File: src/design/assert_macros.svh
// ----------------------------------------------------------------------------
// assert_macros.svh
// Concurrent assertion macros used by the top-level design file.
// ----------------------------------------------------------------------------
`ifndef ASSERT_MACROS_SVH
`define ASSERT_MACROS_SVH
`ifndef SYNTHESIS
// Property must hold at every clock edge outside reset.
`define FFBCS_ASSERT(lbl, clk, rstn, prop, msg) \
  lbl: assert property (@(posedge clk) disable iff (!rstn) (prop)) else $error(msg);
// Condition must never be true outside reset.
`define FFBCS_NEVER(lbl, clk, rstn, cond, msg) \
  lbl: assert property (@(posedge clk) disable iff (!rstn) !(cond)) else $error(msg);
`else
`define FFBCS_ASSERT(lbl, clk, rstn, prop, msg)
`define FFBCS_NEVER(lbl, clk, rstn, cond, msg)
`endif
`endif

File: src/design/ffbcs_pkg.sv
// ----------------------------------------------------------------------------
// ffbcs_pkg
// Types, constants and elaboration-time tables of the command byte shaper.
// ----------------------------------------------------------------------------
package ffbcs_pkg;

  // Fixed-point formats.
  localparam int STRENGTH_FRAC_BITS = 15;
  localparam int STATE_FRAC_BITS    = 18;
  localparam int STATE_W            = STATE_FRAC_BITS + 2;
  localparam int RESCALE_SH         = STATE_FRAC_BITS - STRENGTH_FRAC_BITS;
  localparam int DEADBAND_MAX       = ((2 ** (STATE_FRAC_BITS + 1)) - 1) / 1000;

  // Queue between decoder and datapath.
  localparam int QUEUE_DEPTH = 4;

  // Watched addresses.
  localparam logic [31:0] ADDR_RALLY   = 32'h0017_4CF4;
  localparam logic [31:0] ADDR_GEN_ABS = 32'h0057_285B;
  localparam logic [31:0] ADDR_GEN_REL = 32'h0017_285B;

  // Division by 100: multiply by floor(2^33/100), then one correction step.
  localparam logic [26:0] RECIP_100 = 27'd85899345;
  // floor(2^30/13); the remainder term is added separately.
  localparam logic [26:0] INV_13    = 27'd82595524;

  typedef enum logic [2:0] {
    K_NONE, K_SPRING, K_FRICTION, K_VIBE, K_ROLL_L, K_ROLL_R
  } kind_e;

  typedef enum logic [1:0] {D_8, D_13, D_32} div_e;

  typedef enum logic [2:0] {
    REG_ENABLE, REG_CONST_GAIN, REG_SPRING_GAIN, REG_FRICTION_GAIN,
    REG_SINE_GAIN, REG_RUMBLE_GAIN, REG_GAMMA, REG_SMOOTHING
  } reg_e;

  // One classified command as it travels through the queue.
  typedef struct packed {
    kind_e      kind;
    div_e       dsel;
    logic       neg;
    logic [5:0] an;
  } job_t;

  typedef struct packed {
    logic       enable;
    logic [7:0] constant_gain;
    logic [7:0] spring_gain;
    logic [7:0] friction_gain;
    logic [7:0] sine_gain;
    logic [7:0] rumble_gain;
    logic [7:0] gamma;
    logic [7:0] smoothing;
  } cfg_t;

  // Bitwise integer square root, evaluated at elaboration only.
  function automatic logic [63:0] isqrt_f(logic [63:0] v);
    logic [63:0] r;
    logic [63:0] b;
    logic [63:0] x;
    r = '0;
    x = v;
    b = 64'd1 << 62;
    for (int i = 0; i < 32; i++) begin
      if (x >= r + b) begin
        x = x - (r + b);
        r = (r >> 1) + b;
      end else begin
        r = r >> 1;
      end
      b = b >> 2;
    end
    return r;
  endfunction

  // Table of 2^(-2^-k) in Q30 for k = 1..16, built by the square root chain.
  function automatic logic [15:0][30:0] exp_rom_f();
    logic [15:0][30:0] rom;
    logic [63:0]       t;
    t = 64'd1 << 29;
    for (int k = 0; k < 16; k++) begin
      t = isqrt_f(t << 30);
      rom[k] = t[30:0];
    end
    return rom;
  endfunction

endpackage

File: src/design/ffbcs_front.sv
// ----------------------------------------------------------------------------
// ffbcs_front
// Address match and command byte decode into queue entries.
// ----------------------------------------------------------------------------
module ffbcs_front
  import ffbcs_pkg::*;
(
  input  logic        in_valid_i,
  output logic        in_stall_o,
  input  logic [31:0] read_address_i,
  input  logic        is_relative_i,
  input  logic [7:0]  cmd_byte_i,
  input  logic        enable_i,
  input  logic        full_i,
  output logic        push_o,
  output job_t        job_o
);

  logic       rally;
  logic       generic;
  logic [8:0] offset;
  logic [8:0] n;

  // Which decoder the read address selects.
  assign rally   = is_relative_i && (read_address_i == ADDR_RALLY);
  assign generic = (!is_relative_i && (read_address_i == ADDR_GEN_ABS)) ||
                   (is_relative_i && (read_address_i == ADDR_GEN_REL));

  // Command range decode: effect kind, center offset and divisor.
  always_comb begin
    job_o.kind = K_NONE;
    job_o.dsel = D_8;
    offset     = 9'd0;
    if (rally) begin
      priority if (cmd_byte_i >= 8'hC0 && cmd_byte_i <= 8'hDF) begin
        job_o.kind = K_ROLL_L; job_o.dsel = D_32; offset = 9'd191;
      end else if (cmd_byte_i >= 8'h80 && cmd_byte_i <= 8'h9F) begin
        job_o.kind = K_ROLL_R; job_o.dsel = D_32; offset = 9'd127;
      end else begin
        job_o.kind = K_NONE;
      end
    end else begin
      priority if (cmd_byte_i >= 8'h0A && cmd_byte_i <= 8'h17) begin
        job_o.kind = K_SPRING; offset = 9'd15;
      end else if (cmd_byte_i >= 8'h20 && cmd_byte_i <= 8'h27) begin
        job_o.kind = K_FRICTION; offset = 9'd31;
      end else if (cmd_byte_i >= 8'h30 && cmd_byte_i <= 8'h3C) begin
        job_o.kind = K_SPRING; job_o.dsel = D_13; offset = 9'd47;
      end else if (cmd_byte_i >= 8'h40 && cmd_byte_i <= 8'h47) begin
        job_o.kind = K_VIBE; offset = 9'd63;
      end else if (cmd_byte_i >= 8'h50 && cmd_byte_i <= 8'h57) begin
        job_o.kind = K_ROLL_L; offset = 9'd79;
      end else if (cmd_byte_i >= 8'h60 && cmd_byte_i <= 8'h67) begin
        job_o.kind = K_ROLL_R; offset = 9'd95;
      end else begin
        job_o.kind = K_NONE;
      end
    end
    // Signed distance from the range center, split into sign and magnitude.
    job_o.neg = n[8];
    job_o.an  = n[8] ? 6'(-n) : n[5:0];
  end

  assign n = {1'b0, cmd_byte_i} - offset;

  // Reads that miss or arrive while disabled are taken and dropped.
  assign in_stall_o = full_i;
  assign push_o     = in_valid_i && !full_i && enable_i && (rally || generic);

endmodule

File: src/design/ffbcs_queue.sv
// ----------------------------------------------------------------------------
// ffbcs_queue
// Small FIFO between the decoder and the shaping datapath.
// ----------------------------------------------------------------------------
module ffbcs_queue
  import ffbcs_pkg::*;
#(
  parameter int DEPTH = QUEUE_DEPTH
) (
  input  logic clk_i,
  input  logic rst_ni,
  input  logic push_i,
  input  job_t push_data_i,
  output logic full_o,
  input  logic pop_i,
  output logic empty_o,
  output job_t head_o
);

  localparam int PW = (DEPTH > 1) ? $clog2(DEPTH) : 1;
  localparam int CW = $clog2(DEPTH + 1);

  job_t          mem_q [DEPTH];
  logic [PW-1:0] wr_q, rd_q;
  logic [CW-1:0] cnt_q;

  assign full_o  = (cnt_q == CW'(DEPTH));
  assign empty_o = (cnt_q == '0);
  assign head_o  = mem_q[rd_q];

  // Storage write.
  always_ff @(posedge clk_i) begin
    if (push_i) begin
      mem_q[wr_q] <= push_data_i;
    end
  end

  // Pointers and fill count.
  always_ff @(posedge clk_i or negedge rst_ni) begin
    if (!rst_ni) begin
      wr_q  <= '0;
      rd_q  <= '0;
      cnt_q <= '0;
    end else begin
      if (push_i) begin
        wr_q <= (wr_q == PW'(DEPTH - 1)) ? '0 : wr_q + 1'b1;
      end
      if (pop_i) begin
        rd_q <= (rd_q == PW'(DEPTH - 1)) ? '0 : rd_q + 1'b1;
      end
      if (push_i && !pop_i) begin
        cnt_q <= cnt_q + 1'b1;
      end else if (pop_i && !push_i) begin
        cnt_q <= cnt_q - 1'b1;
      end
    end
  end

endmodule

File: src/design/ffbcs_back.sv
// ----------------------------------------------------------------------------
// ffbcs_back
// Curve shaping, force filter and result register around one shared multiplier.
// ----------------------------------------------------------------------------
module ffbcs_back
  import ffbcs_pkg::*;
(
  input  logic                       clk_i,
  input  logic                       rst_ni,
  input  cfg_t                       cfg_i,
  input  logic                       empty_i,
  input  job_t                       head_i,
  output logic                       pop_o,
  output logic                       out_valid_o,
  input  logic                       out_stall_i,
  output logic signed [16:0]         spring_strength_o,
  output logic [15:0]                friction_strength_o,
  output logic [15:0]                sine_strength_o,
  output logic [15:0]                rumble_low_o,
  output logic [15:0]                rumble_high_o,
  output logic                       force_direction_o,
  output logic [15:0]                force_magnitude_o
);

  localparam logic [15:0][30:0] EXP_ROM = exp_rom_f();
  localparam logic [30:0]       ONE_Q30 = 31'h4000_0000;

  typedef enum logic [3:0] {
    S_IDLE, S_XQ, S_NORM, S_LOG, S_LG, S_DMUL, S_DFIX,
    S_EXP, S_SHR, S_GMUL, S_FMUL, S_FOUT
  } state_e;

  typedef enum logic [1:0] {OP_Y, OP_GAIN, OP_FILT} op_e;

  state_e                     state_q;
  op_e                        op_q;
  job_t                       job_q;
  logic [63:0]                prod_q;
  logic [26:0]                v_q;
  logic [30:0]                m_q;
  logic [2:0]                 lz_q;
  logic [15:0]                frac_q;
  logic [3:0]                 cnt_q;
  logic [19:0]                y_q;
  logic [30:0]                r_q;
  logic                       slot_q;
  logic [15:0]                c1_q, c2_q;
  logic                       dneg_q;
  logic [20:0]                delta_q;
  logic signed [STATE_W-1:0]  filt_q;

  logic [31:0] mul_a, mul_b;
  logic [63:0] prod;

  // Saturated settings.
  logic [7:0] gamma_sat, smooth_sat, gain1, gain_sel, gain_sat;
  logic       need2;

  always_comb begin
    gamma_sat  = (cfg_i.gamma < 8'd25) ? 8'd25 :
                 (cfg_i.gamma > 8'd250) ? 8'd250 : cfg_i.gamma;
    smooth_sat = (cfg_i.smoothing > 8'd100) ? 8'd100 : cfg_i.smoothing;
    unique case (job_q.kind)
      K_SPRING:   gain1 = cfg_i.spring_gain;
      K_FRICTION: gain1 = cfg_i.friction_gain;
      K_VIBE:     gain1 = cfg_i.sine_gain;
      default:    gain1 = cfg_i.constant_gain;
    endcase
    need2    = (job_q.kind == K_VIBE) || (job_q.kind == K_ROLL_L) ||
               (job_q.kind == K_ROLL_R);
    gain_sel = slot_q ? cfg_i.rumble_gain : gain1;
    gain_sat = (gain_sel > 8'd200) ? 8'd200 : gain_sel;
  end

  // Normalization of x into [1, 2) in Q30 with leading-zero count.
  logic [32:0] xq_w;
  logic [30:0] xq;
  logic [2:0]  lz;
  logic [30:0] m_norm;

  always_comb begin
    unique case (job_q.dsel)
      D_8:     xq_w = 33'(job_q.an) << 27;
      D_32:    xq_w = 33'(job_q.an) << 25;
      default: xq_w = 33'(prod_q[30:0]) + 33'(job_q.an) - 33'd1;
    endcase
    xq = (xq_w > 33'(ONE_Q30)) ? ONE_Q30 : xq_w[30:0];
    lz = 3'd5;
    for (int i = 0; i < 6; i++) begin
      if (xq[25 + i]) begin
        lz = 3'(5 - i);
      end
    end
    m_norm = xq << lz;
  end

  // Log and exp helpers.
  logic [31:0] sq;
  logic [18:0] lval;
  logic [62:0] r_step;

  assign sq     = prod[61:30];
  assign lval   = {lz_q, 16'd0} - {3'd0, frac_q};
  assign r_step = prod[62:0] + 63'(32'h2000_0000);

  // Divide-by-100 correction on the registered reciprocal product.
  logic [20:0] q0, qv;
  logic [27:0] rem;

  assign q0  = prod_q[53:33];
  assign rem = {1'b0, v_q} - (28'(q0) * 28'd100);
  assign qv  = q0 + 21'(rem >= 28'd100);

  // Filter arithmetic.
  logic signed [16:0]         target;
  logic signed [STATE_W-1:0]  tq;
  logic signed [STATE_W:0]    diff;
  logic [STATE_W-1:0]         ad;
  logic [8:0]                 factor;
  logic signed [STATE_W:0]    filt_new;
  logic [STATE_W-1:0]         abs_new;
  logic                       dead;
  logic [STATE_W-1:0]         fmag;

  always_comb begin
    unique case (job_q.kind)
      K_ROLL_L: target = -$signed({1'b0, c1_q});
      K_ROLL_R: target = $signed({1'b0, c1_q});
      default:  target = '0;
    endcase
    tq       = STATE_W'(target) <<< RESCALE_SH;
    diff     = (STATE_W + 1)'(tq) - (STATE_W + 1)'(filt_q);
    ad       = diff[STATE_W] ? STATE_W'(-diff) : STATE_W'(diff);
    factor   = 9'(10'd400 - 10'(smooth_sat) * 10'd3);
    filt_new = dneg_q ? (STATE_W + 1)'(filt_q) - $signed({1'b0, STATE_W'(delta_q)})
                      : (STATE_W + 1)'(filt_q) + $signed({1'b0, STATE_W'(delta_q)});
    abs_new  = filt_new[STATE_W] ? STATE_W'(-filt_new) : STATE_W'(filt_new);
    dead     = abs_new <= STATE_W'(DEADBAND_MAX);
    fmag     = (abs_new + STATE_W'(1 << (RESCALE_SH - 1))) >> RESCALE_SH;
  end

  // Shared multiplier operand selection.
  always_comb begin
    unique case (state_q)
      S_XQ:    begin mul_a = 32'(job_q.an);  mul_b = 32'(INV_13);        end
      S_LOG:   begin mul_a = 32'(m_q);       mul_b = 32'(m_q);           end
      S_LG:    begin mul_a = 32'(lval);      mul_b = 32'(gamma_sat);     end
      S_DMUL:  begin mul_a = 32'(v_q);       mul_b = 32'(RECIP_100);     end
      S_EXP:   begin mul_a = 32'(r_q);       mul_b = 32'(EXP_ROM[cnt_q]); end
      S_GMUL:  begin mul_a = 32'(r_q);       mul_b = 32'(gain_sat);      end
      S_FMUL:  begin mul_a = 32'(ad);        mul_b = 32'(factor);        end
      default: begin mul_a = '0;             mul_b = '0;                 end
    endcase
  end

  assign prod = 64'(mul_a) * 64'(mul_b);

  logic out_free;
  assign out_free = !out_valid_o || !out_stall_i;
  assign pop_o    = (state_q == S_IDLE) && !empty_i;

  // Sequencer, datapath registers and result register.
  always_ff @(posedge clk_i or negedge rst_ni) begin
    if (!rst_ni) begin
      state_q     <= S_IDLE;
      out_valid_o <= 1'b0;
      filt_q      <= '0;
      cnt_q       <= '0;
      slot_q      <= 1'b0;
      op_q        <= OP_Y;
    end else begin
      if (out_valid_o && !out_stall_i && (state_q != S_FOUT)) begin
        out_valid_o <= 1'b0;
      end
      unique case (state_q)
        S_IDLE: begin
          if (!empty_i) begin
            job_q  <= head_i;
            c1_q   <= '0;
            c2_q   <= '0;
            slot_q <= 1'b0;
            r_q    <= '0;
            if (head_i.kind == K_NONE) begin
              state_q <= S_FMUL;
            end else if (head_i.an == '0) begin
              state_q <= S_GMUL;
            end else begin
              state_q <= S_XQ;
            end
          end
        end
        S_XQ: begin
          prod_q  <= prod;
          state_q <= S_NORM;
        end
        S_NORM: begin
          m_q     <= m_norm;
          lz_q    <= lz;
          frac_q  <= '0;
          cnt_q   <= '0;
          state_q <= S_LOG;
        end
        // One squaring per cycle yields one bit of the log fraction.
        S_LOG: begin
          if (sq[31]) begin
            m_q    <= sq[31:1];
            frac_q <= {frac_q[14:0], 1'b1};
          end else begin
            m_q    <= sq[30:0];
            frac_q <= {frac_q[14:0], 1'b0};
          end
          cnt_q <= cnt_q + 1'b1;
          if (cnt_q == 4'd15) begin
            state_q <= S_LG;
          end
        end
        S_LG: begin
          v_q     <= 27'(prod) + 27'd50;
          op_q    <= OP_Y;
          state_q <= S_DMUL;
        end
        S_DMUL: begin
          prod_q  <= prod;
          state_q <= S_DFIX;
        end
        S_DFIX: begin
          unique case (op_q)
            OP_Y: begin
              y_q     <= qv[19:0];
              r_q     <= ONE_Q30;
              cnt_q   <= '0;
              state_q <= S_EXP;
            end
            OP_GAIN: begin
              if (!slot_q) begin
                c1_q <= (qv > 21'h8000) ? 16'h8000 : qv[15:0];
                if (need2) begin
                  slot_q  <= 1'b1;
                  state_q <= S_GMUL;
                end else begin
                  state_q <= S_FMUL;
                end
              end else begin
                c2_q    <= (qv > 21'h8000) ? 16'h8000 : qv[15:0];
                state_q <= S_FMUL;
              end
            end
            default: begin
              delta_q <= qv;
              state_q <= S_FOUT;
            end
          endcase
        end
        // One fraction bit of 2^-y per cycle, from the MSB down.
        S_EXP: begin
          if (y_q[4'd15 - cnt_q]) begin
            r_q <= r_step[60:30];
          end
          cnt_q <= cnt_q + 1'b1;
          if (cnt_q == 4'd15) begin
            state_q <= S_SHR;
          end
        end
        S_SHR: begin
          r_q     <= r_q >> y_q[19:16];
          state_q <= S_GMUL;
        end
        S_GMUL: begin
          v_q     <= 27'(prod >> (30 - STRENGTH_FRAC_BITS)) + 27'd50;
          op_q    <= OP_GAIN;
          state_q <= S_DMUL;
        end
        S_FMUL: begin
          dneg_q  <= diff[STATE_W];
          v_q     <= 27'((prod + 64'd200) >> 2);
          op_q    <= OP_FILT;
          state_q <= S_DMUL;
        end
        S_FOUT: begin
          if (out_free) begin
            filt_q              <= dead ? '0 : filt_new[STATE_W-1:0];
            out_valid_o         <= 1'b1;
            spring_strength_o   <= (job_q.kind != K_SPRING) ? '0 :
                                   job_q.neg ? -$signed({1'b0, c1_q}) :
                                   $signed({1'b0, c1_q});
            friction_strength_o <= (job_q.kind == K_FRICTION) ? c1_q : '0;
            sine_strength_o     <= (job_q.kind == K_VIBE) ? c1_q : '0;
            rumble_low_o        <= (job_q.kind == K_VIBE || job_q.kind == K_ROLL_R) ?
                                   c2_q : '0;
            rumble_high_o       <= (job_q.kind == K_VIBE || job_q.kind == K_ROLL_L) ?
                                   c2_q : '0;
            force_direction_o   <= !dead && filt_new[STATE_W];
            force_magnitude_o   <= dead ? '0 : 16'(fmag);
            state_q             <= S_IDLE;
          end
        end
        default: state_q <= S_IDLE;
      endcase
    end
  end

endmodule

File: src/design/ffb_command_byte_shaper.sv
// ----------------------------------------------------------------------------
// ffb_command_byte_shaper
// Force-feedback command byte decoder, response curve shaper and force filter.
// ----------------------------------------------------------------------------
// Usage:
// Each transfer on the input channel (in_valid_i high, in_stall_o low) brings
// one observed byte read. Reads of the three command addresses, while enabled,
// produce one result transfer on the output channel carrying all effect
// strengths; every other read is taken and produces nothing.
// The decoder takes a read each cycle, unless the queue is full, into a
// four-entry queue. The datapath shares one multiplier; a command that drives
// a curve runs two 16-step log and exp loops plus the divide-by-100 steps,
// and the gain and divide steps once more for a second gain; an unused
// command byte runs the filter step alone.
// Configuration transfers (cfg_valid_i with cfg_ready_o) write the register
// selected by cfg_index_i; they are taken in any cycle and apply to items
// processed afterwards.
// Reset sets the registers to their defaults, clears the queue and the
// filter state. When the receiver stalls, the finished result holds in the
// output register, the datapath waits, and the queue accepts reads until full.
// ----------------------------------------------------------------------------
`include "assert_macros.svh"

module ffb_command_byte_shaper
  import ffbcs_pkg::*;
#(
  parameter int QDEPTH = QUEUE_DEPTH
) (
  input  logic               clk_i,
  input  logic               rst_ni,
  input  logic               cfg_valid_i,
  output logic               cfg_ready_o,
  input  logic [2:0]         cfg_index_i,
  input  logic [7:0]         cfg_data_i,
  input  logic               in_valid_i,
  output logic               in_stall_o,
  input  logic [31:0]        read_address_i,
  input  logic               is_relative_i,
  input  logic [7:0]         cmd_byte_i,
  output logic               out_valid_o,
  input  logic               out_stall_i,
  output logic signed [16:0] spring_strength_o,
  output logic [15:0]        friction_strength_o,
  output logic [15:0]        sine_strength_o,
  output logic [15:0]        rumble_low_o,
  output logic [15:0]        rumble_high_o,
  output logic               force_direction_o,
  output logic [15:0]        force_magnitude_o
);

  cfg_t cfg_q;
  job_t push_job, head_job;
  logic q_push, q_full, q_pop, q_empty;

  // Configuration registers.
  assign cfg_ready_o = 1'b1;

  always_ff @(posedge clk_i or negedge rst_ni) begin
    if (!rst_ni) begin
      cfg_q.enable        <= 1'b1;
      cfg_q.constant_gain <= 8'd100;
      cfg_q.spring_gain   <= 8'd45;
      cfg_q.friction_gain <= 8'd35;
      cfg_q.sine_gain     <= 8'd30;
      cfg_q.rumble_gain   <= 8'd20;
      cfg_q.gamma         <= 8'd85;
      cfg_q.smoothing     <= 8'd35;
    end else if (cfg_valid_i && cfg_ready_o) begin
      unique case (reg_e'(cfg_index_i))
        REG_ENABLE:        cfg_q.enable        <= cfg_data_i[0];
        REG_CONST_GAIN:    cfg_q.constant_gain <= cfg_data_i;
        REG_SPRING_GAIN:   cfg_q.spring_gain   <= cfg_data_i;
        REG_FRICTION_GAIN: cfg_q.friction_gain <= cfg_data_i;
        REG_SINE_GAIN:     cfg_q.sine_gain     <= cfg_data_i;
        REG_RUMBLE_GAIN:   cfg_q.rumble_gain   <= cfg_data_i;
        REG_GAMMA:         cfg_q.gamma         <= cfg_data_i;
        REG_SMOOTHING:     cfg_q.smoothing     <= cfg_data_i;
      endcase
    end
  end

  // Front end: match and classify.
  ffbcs_front u_front (
    .in_valid_i     (in_valid_i),
    .in_stall_o     (in_stall_o),
    .read_address_i (read_address_i),
    .is_relative_i  (is_relative_i),
    .cmd_byte_i     (cmd_byte_i),
    .enable_i       (cfg_q.enable),
    .full_i         (q_full),
    .push_o         (q_push),
    .job_o          (push_job)
  );

  // Command queue.
  ffbcs_queue #(
    .DEPTH (QDEPTH)
  ) u_queue (
    .clk_i       (clk_i),
    .rst_ni      (rst_ni),
    .push_i      (q_push),
    .push_data_i (push_job),
    .full_o      (q_full),
    .pop_i       (q_pop),
    .empty_o     (q_empty),
    .head_o      (head_job)
  );

  // Back end: shaping and filter.
  ffbcs_back u_back (
    .clk_i               (clk_i),
    .rst_ni              (rst_ni),
    .cfg_i               (cfg_q),
    .empty_i             (q_empty),
    .head_i              (head_job),
    .pop_o               (q_pop),
    .out_valid_o         (out_valid_o),
    .out_stall_i         (out_stall_i),
    .spring_strength_o   (spring_strength_o),
    .friction_strength_o (friction_strength_o),
    .sine_strength_o     (sine_strength_o),
    .rumble_low_o        (rumble_low_o),
    .rumble_high_o       (rumble_high_o),
    .force_direction_o   (force_direction_o),
    .force_magnitude_o   (force_magnitude_o)
  );

  // The queue is never written while full.
  `FFBCS_NEVER(a_no_overflow, clk_i, rst_ni, q_push && q_full, "queue overflow")
  // A negative force (direction bit set) is always outside the deadband.
  `FFBCS_ASSERT(a_dir_mag, clk_i, rst_ni, out_valid_o && force_direction_o |-> force_magnitude_o != 16'd0, "direction without magnitude")
  // Friction and sine strengths never exceed full scale.
  `FFBCS_ASSERT(a_fric_max, clk_i, rst_ni, out_valid_o |-> friction_strength_o <= 16'h8000 && sine_strength_o <= 16'h8000, "strength above full scale")

endmodule

File: config.mk
export PLATFORM = sky130hd
export DESIGN_NAME = ffb_command_byte_shaper
export DESIGN_NICKNAME = d
export VERILOG_FILES = /design/src/design/ffbcs_pkg.sv /design/src/design/ffbcs_front.sv /design/src/design/ffbcs_queue.sv /design/src/design/ffbcs_back.sv /design/src/design/ffb_command_byte_shaper.sv
export VERILOG_INCLUDE_DIRS = /design/src /design/src/design
export SDC_FILE = /design/constraint.sdc
export NUM_CORES = 2
export LEC_CHECK = 0
export ABC_CLOCK_PERIOD_IN_PS = 18350
export BUFFER_PORTS_ARGS = -buffer_cell sky130_fd_sc_hd__clkbuf_2
export CORE_MARGIN = 1
export CORE_UTILIZATION = 29
export DETAILED_ROUTE_END_ITERATION = 7
export PLACE_DENSITY = 0.52
export SETUP_SLACK_MARGIN = 0.15
export SYNTH_ARGS = -nofsm -noshare
export SYNTH_HDL_FRONTEND = slang
export SYNTH_HIERARCHICAL = 1
export SYNTH_SLANG_ARGS = --single-unit
export TNS_END_PERCENT = 1
File: constraint.sdc
create_clock -name clk_i -period 18.35 [get_ports clk_i]
set_input_delay 3.67 -clock clk_i [delete_from_list [all_inputs] [get_ports clk_i]]
set_output_delay 3.67 -clock clk_i [all_outputs]
set_load 0.02 [all_outputs]
# Yosys cells after proc, flatten, opt, wreduce, memory -nomap -nowiden
# Memory sizes are Yosys's and may differ from the RTL's.
# Index checks and enable logic that the tools add are counted.
[op_classes]
add_sub_neg = 26
multipliers = 3
n_lt_le_gt_ge = 26
shift = 2
mux = 91
reduce_logical = 77
n_eq_ne = 43
n_bitwise = 3
div_mod_pow = 0
[ops]
columns = ["op", "count"]
rows = [
  ["31-bit one-hot mux with 7 select lines", 1],
  ["31-bit 2-to-1 mux", 6],
  ["31-bit one-hot mux with 6 select lines", 1],
  ["31-bit one-hot mux with 4 select lines", 1],
  ["16-bit 2-to-1 mux", 7],
  ["16-bit one-hot mux with 2 select lines", 3],
  ["27-bit one-hot mux with 3 select lines", 1],
  ["33-bit one-hot mux with 2 select lines", 1],
  ["32-bit by 21-bit equality test with 1-bit output, second input constant", 2],
  ["9-bit 2-to-1 mux", 7],
  ["31-bit by 31-bit multiplier with 62-bit output", 1],
  ["31-bit one-hot mux with 2 select lines", 1],
  ["61-bit by 30-bit adder with 61-bit output, second input constant", 1],
  ["20-bit 2-to-1 mux", 3],
  ["27-bit by 6-bit adder with 27-bit output, second input constant", 2],
  ["8-bit 2-to-1 mux", 5],
  ["20-bit negator", 2],
  ["4-bit one-hot mux with 10 select lines", 1],
  ["3-bit 2-to-1 mux", 13],
  ["16-bit negator with 17-bit output", 2],
  ["17-bit one-hot mux with 2 select lines", 1],
  ["33-bit by 31-bit greater-than comparator with 1-bit output, second input constant", 1],
  ["33-bit by 1-bit subtractor with 33-bit output, second input constant", 1],
  ["31-bit by 6-bit adder with 32-bit output", 1],
  ["other kinds (80)", 206],
]
[totals]
reg_bits = 441
mem_bits_ro = 496
n_memories = 2
latchBits = 0
mem_bits_rw = 48
output_inout_bits = 101
elab_cells = 313
[memory_table]
columns = ["memory", "depth", "word_bits", "rd", "rd_clocked_by_memory_dff", "wr", "line", "rtl"]
rows = [
  ["(no name shown)", 16, 31, 1, 0, 0, "ffbcs_back.sv:149", "S_EXP: begin mul_a = 32'(r_q); mul_b = 32'(EXP_ROM[cnt_q]); end"],
  ["u_queue.mem_q", 4, 12, 1, 0, 1, "ffbcs_queue.sv:23", "job_t mem_q [DEPTH];"],
]

# Depth between registers and ports, before layout
[logic_depth]
word_depth = 12
ltp_mapped = 56
mapped_depth_nobuf = 53

# Cells and area by module
# Netlist, hierarchy kept.
[by_module_without_submodules]
columns = ["module", "n_inst", "area_per_inst_um2", "cells_each"]
rows = [
  ["ffbcs_back", 1, 62278.5, 7112],
  ["ffb_command_byte_shaper", 1, 2381.0, 131],
  ["ffbcs_queue", 1, 2174.6, 100],
  ["ffbcs_front", 1, 749.5, 108],
]

# Least setup slack after synthesis
# OpenSTA, ideal clock, no wires.
[synth_timing]
kind = "register to register"
start = "register u_back.c1_q[2]"
end = "register u_back.r_q[29] (data pin)"
setup_slack_ns = 5.599
required_ns = 18.079
arrival_time_ns = 12.480
synth_period_minus_slack_ns = 12.751
path_stages_with_launch = 50
n_path_buf = 1
cell_sequence = "edfxtp_1 -> or3_1 -> or3_1 -> or3_1 -> or3_1 -> or3_1 -> or3_1 -> nor2b_1 -> xnor2_1 -> nor2_1 -> ha_1 -> o21ai_0 -> a21oi_1 -> o41a_1 -> nand2_1 -> a31oi_1 -> inv_1 -> buf_2 -> (+14 left out) -> fa_1 -> inv_1 -> fa_1 -> ha_1 -> a21oi_1 -> o21ai_1 -> nor2_1 -> a311oi_2 -> nor3_1 -> and4b_1 -> ha_1 -> and3_1 -> nand3_1 -> or4_4 -> nor4_4 -> nand4_1 -> xor2_1 -> o22ai_1"
[synth_between]
elab_cells_between_ends = 10
[synth_lines]
columns = ["element", "line", "rtl"]
rows = [
  ["start: declaration", "ffbcs_back.sv:47", "logic [15:0] c1_q, c2_q;"],
  ["start signal: assignment", "ffbcs_back.sv:236", "c1_q <= (qv > 21'h8000) ? 16'h8000 : qv[15:0];"],
  ["16-bit negator with 17-bit output", "ffbcs_back.sv:127", "K_ROLL_L: target = -$signed({1'b0, c1_q});"],
  ["17-bit one-hot mux with 2 select lines *", "ffbcs_back.sv:126", "unique case (job_q.kind)"],
  ["20-bit by 20-bit subtractor with 21-bit output *", "ffbcs_back.sv:132", "diff = (STATE_W + 1)'(tq) - (STATE_W + 1)'(filt_q);"],
  ["named net u_back.diff[20]", "ffbcs_back.sv:117", "logic signed [STATE_W:0] diff;"],
  ["20-bit 2-to-1 mux *", "ffbcs_back.sv:133", "ad = diff[STATE_W] ? STATE_W'(-diff) : STATE_W'(diff);"],
  ["31-bit one-hot mux with 6 select lines *", "ffbcs_back.sv:144", "unique case (state_q)"],
  ["31-bit by 31-bit multiplier with 62-bit output *", "ffbcs_back.sv:156", "assign prod = 64'(mul_a) * 64'(mul_b);"],
  ["named net u_back.prod[30]", "ffbcs_back.sv:53", "logic [63:0] prod;"],
  ["61-bit by 30-bit adder with 61-bit output *", "ffbcs_back.sv:104", "assign r_step = prod[62:0] + 63'(32'h2000_0000);"],
  ["31-bit 2-to-1 mux *", "ffbcs_back.sv:256", "if (y_q[4'd15 - cnt_q]) begin"],
  ["31-bit one-hot mux with 4 select lines *", "ffbcs_back.sv:175", "unique case (state_q)"],
  ["end signal: assignment", "ffbcs_back.sv:257", "r_q <= r_step[60:30];"],
  ["end signal: assignment", "ffbcs_back.sv:265", "r_q <= r_q >> y_q[19:16];"],
  ["end: declaration", "ffbcs_back.sv:45", "logic [30:0] r_q;"],
]
# The timed path passes the listed nets; every way through them passes the cells marked *. The select of a mux whose other input is x is not followed.
# A chain may end at the register's enable or synchronous reset.

# Worst setup path in the final report
[layout_timing]
start = "register u_back.c1_q[2]"
end = "register u_back.r_q[27] (data pin)"
[layout_between]
elab_chain_len = 10
[layout_rtl]
columns = ["element", "line"]
rows = [
  ["16-bit negator with 17-bit output", "ffbcs_back.sv:127"],
  ["17-bit one-hot mux with 2 select lines *", "ffbcs_back.sv:126"],
  ["20-bit by 20-bit subtractor with 21-bit output *", "ffbcs_back.sv:132"],
  ["20-bit negator", "ffbcs_back.sv:133"],
  ["20-bit 2-to-1 mux *", "ffbcs_back.sv:133"],
  ["31-bit one-hot mux with 6 select lines *", "ffbcs_back.sv:144"],
  ["31-bit by 31-bit multiplier with 62-bit output *", "ffbcs_back.sv:156"],
  ["named net u_back.prod[43]", "ffbcs_back.sv:53"],
  ["61-bit by 30-bit adder with 61-bit output *", "ffbcs_back.sv:104"],
  ["31-bit 2-to-1 mux *", "ffbcs_back.sv:256"],
  ["31-bit one-hot mux with 4 select lines *", "ffbcs_back.sv:175"],
]
# Marked as above.

==> results.json <==
{
  "status": "finished clean",
  "slowest_stage": "xor2_1",
  "gp_congestion": 0.949,
  "coreArea_mm2": 0.231,
  "totalNegativeSetupSlack_ps": 0,
  "routed_wl_mm": 239,
  "cts_hold_buf": 0,
  "drc_errors": 0,
  "grt_pass1_vias": 56170,
  "numClockSinks": 487,
  "reg2reg_from": "u_back/c1_q[2]",
  "post-route-period-util_pct": 85.1,
  "start_util_pct": 29.3,
  "worstSkewPairLatency_ps": 710,
  "nNetsFinal": 8853,
  "register_area_mm2": 0.0142,
  "multi_input_area_mm2": 0.0476,
  "worstRegToRegCells": 46,
  "fin_skew_ps": 61.3,
  "reg2reg_slack_ps": 2730,
  "tritoncts": "done",
  "r2r-end": "u_back/r_q[27]",
  "grt_pass1_wl_mm": 362,
  "m1WireLength_mm": 101,
  "layout_commonest_cell": "inv_1",
  "synth_fp_nets": 8832,
  "die_w_um": 485,
  "rows": 176,
  "ys_seq_area_share_pct": 21.0,
  "ys_warn_count": 6,
  "holdCritPathClass": "reg -> reg",
  "worst_slack_ps": 2730,
  "viasPerCell": 5.20,
  "firstDrtPassIters": 6,
  "dr_wl_met2_mm": 111,
  "whs_path_depth": 1,
  "antenna_left": 0,
  "dp_hpwl_mm": 192,
  "fillers": 24097,
  "cts.clk_slew.worst_paths_ps": 60,
  "cts-resized-gates": 0,
  "synthesis.area_mm2": 0.0676,
  "finalSetupViolCount": 0,
  "crit_type": "reg -> reg",
  "startpoint_type": "flop",
  "fin_crit_ps": 15620,
  "finalHoldViolCount": 0,
  "maxCapViolCount": 0,
  "syn_inst": 7451,
  "required_ps": 18760,
  "port-buffer-count": 156,
  "cts.path.max_buffers": 3,
  "grt_max_degree": 82,
  "ys_ff_latch": 487,
  "ios": 158,
  "syn_avg_cell_area_um2": 9.07,
  "routed.top_layer": "met5",
  "initialDrtViolationCount": 4667,
  "htreeDepth": 2,
  "cts_root_buf": "clkbuf_16",
  "end_kind": "flop",
  "worst_ep_arrival_time_ps": 16030,
  "slowest_delay_ps": 890,
  "grt_overflow": 0,
  "die_area_mm2": 0.235,
  "tightest_slew_ps": 1250,
  "ys.flop_type": "edfxtp_1",
  "clock.fmax_mhz": 64.0,
  "relSlewSlack_pct": 16.5,
  "routed-wl-met3_mm": 17.0,
  "postCtsSetupBuffers": 0,
  "vias": 54812,
  "rsz0062_at_grt": "no",
  "grt_usage_pct": 20.3,
  "min_from": "u_queue/cnt_q[2]",
  "postSynth.asyncResetShare_pct": 19.7,
  "final_cell_mix": "inv_1, nand2_1, fa_1",
  "avgRoutedWirePerCell_um": 22.7,
  "path_max_fanout": 13,
  "preCtsSetupSlack_ps": 3000,
  "die_y_um": 485,
  "synth_edf_count": 391,
  "antenna_found_initial": 12,
  "ys_types": 119,
  "holdPathEnd": "u_queue/cnt_q[2]",
  "cts_made_buffers": 56,
  "cp_common_cell": "fa_1",
  "slew_violations": 0,
  "drive_gt1_share_pct": 8.82,
  "syn2layout_area_growth_pct": 9.52
}
through the flow:
step	utilization, %	std cells	hold WS [ps]	area [µm²]
after floorplan	-	7451	456	67600
after global placement	31.2	10439	476	72100
after detailed placement	31.2	10440	476	72100
after CTS	32.1	10545	488	74000
after global routing	32.1	10545	516	74000
final	32.1	10546	494	74000
sequential cells by signal, indices dropped and copies added, names as in the netlist, 4 cells and up:
name / flops
cfg_q: 57
u_back/c1_q: 16
u_back/c2_q: 16
u_back/cnt_q: 4
u_back/delta_q: 20
u_back/filt_q: 20
u_back/force_magnitude_o: 16
u_back/frac_q: 16
u_back/friction_strength_o: 16
u_back/job_q: 12
u_back/m_q: 31
u_back/prod_q: 52
u_back/r_q: 31
u_back/rumble_high_o: 16
u_back/rumble_low_o: 16
u_back/sine_strength_o: 16
u_back/spring_strength_o: 17
u_back/state_q: 4
u_back/v_q: 27
u_back/y_q: 20
u_queue/mem_q: 48
layer usage:
layer,GRT usage (%),up-vias
met3,2.80,395
met2,33.1,1993
met4,7.50,8
met5,0,-
met1,27.2,27865
li1,-,24551
synth_stat cells (all sizes together), types with 30 or more instances:
master,instances,share of area [%]
edfxtp,391,17
dfrtp,72,2.7
buf,52,0.46
xnor2,210,2.7
o31ai,30,0.36
nand3,106,0.80
o21ai,226,1.7
a22oi,36,0.40
inv,1238,6.9
and3,79,0.73
a211oi,42,0.47
nor3,102,0.78
mux4,36,1.2
mux2,103,1.9
and2,134,1.2
or3,45,0.43
ha,466,8.6
nand2b,60,0.56
o21bai,31,0.34
xor2,113,1.5
a21o,95,1.1
o211ai,32,0.36
a31oi,46,0.43
nor2,537,3.0
nor2b,63,0.58
o22ai,47,0.44
fa,858,25
a21oi,284,2.1
nand2,1062,5.9
clkbuf,296,1.6
o21a,45,0.50
nand4,43,0.41
mux2i,90,1.3
area by class of cell:
cell class / instances / area share (%)
multi-input cells: 5377 / 64.2
flip-flops and latches: 487 / 19.1
inverters: 1239 / 6.28
well taps: 3026 / 5.12
repair buffers: 311 / 2.64
clock buffers: 66 / 1.99
clock inverters: 39 / 0.580
diodes: 1 / 0.00338
cells by family after synthesis:
logic type	after synthesis	share of synthesized area, %
muxes	229	4.41
buffers and inverters	1587	8.99
DFF	487	21.0
other	2	0.0111
xor gates and xnor gates	323	4.24
and+or+nand+nor	2363	16.1
AOI/OAI and AO/OA	1136	11.2
adders and majority gates	1324	34.0
worst max path at each step:
stage / slack, ps / end / start / cells after the start
after global routing: 2110 / u_back/r_q[27] / u_back/c1_q[0] / 51
after CTS: 2970 / u_back/r_q[27] / u_back/c1_q[2] / 46
final: 2730 / u_back/r_q[27] / u_back/c1_q[2] / 46
after floorplan: 5600 / u_back/r_q[29] / u_back/c1_q[2] / 49
after global placement: 3090 / u_back/r_q[30] / u_back/c1_q[2] / 47
after detailed placement: 3000 / u_back/r_q[27] / u_back/c1_q[2] / 47
worst max-delay path, delay by kind of cell, from the launching register on:
family,cells,cell delay [ps]
flops,1,470
xor+xnor,4,1640
fa+ha+maj,10,4810
simple gates,18,5000
buf+inv,5,620
compound gates,9,2820
Power is left out: the tool's default activity adds up to more than one toggle a clock period on the data nets, which glitch-free logic cannot reach.
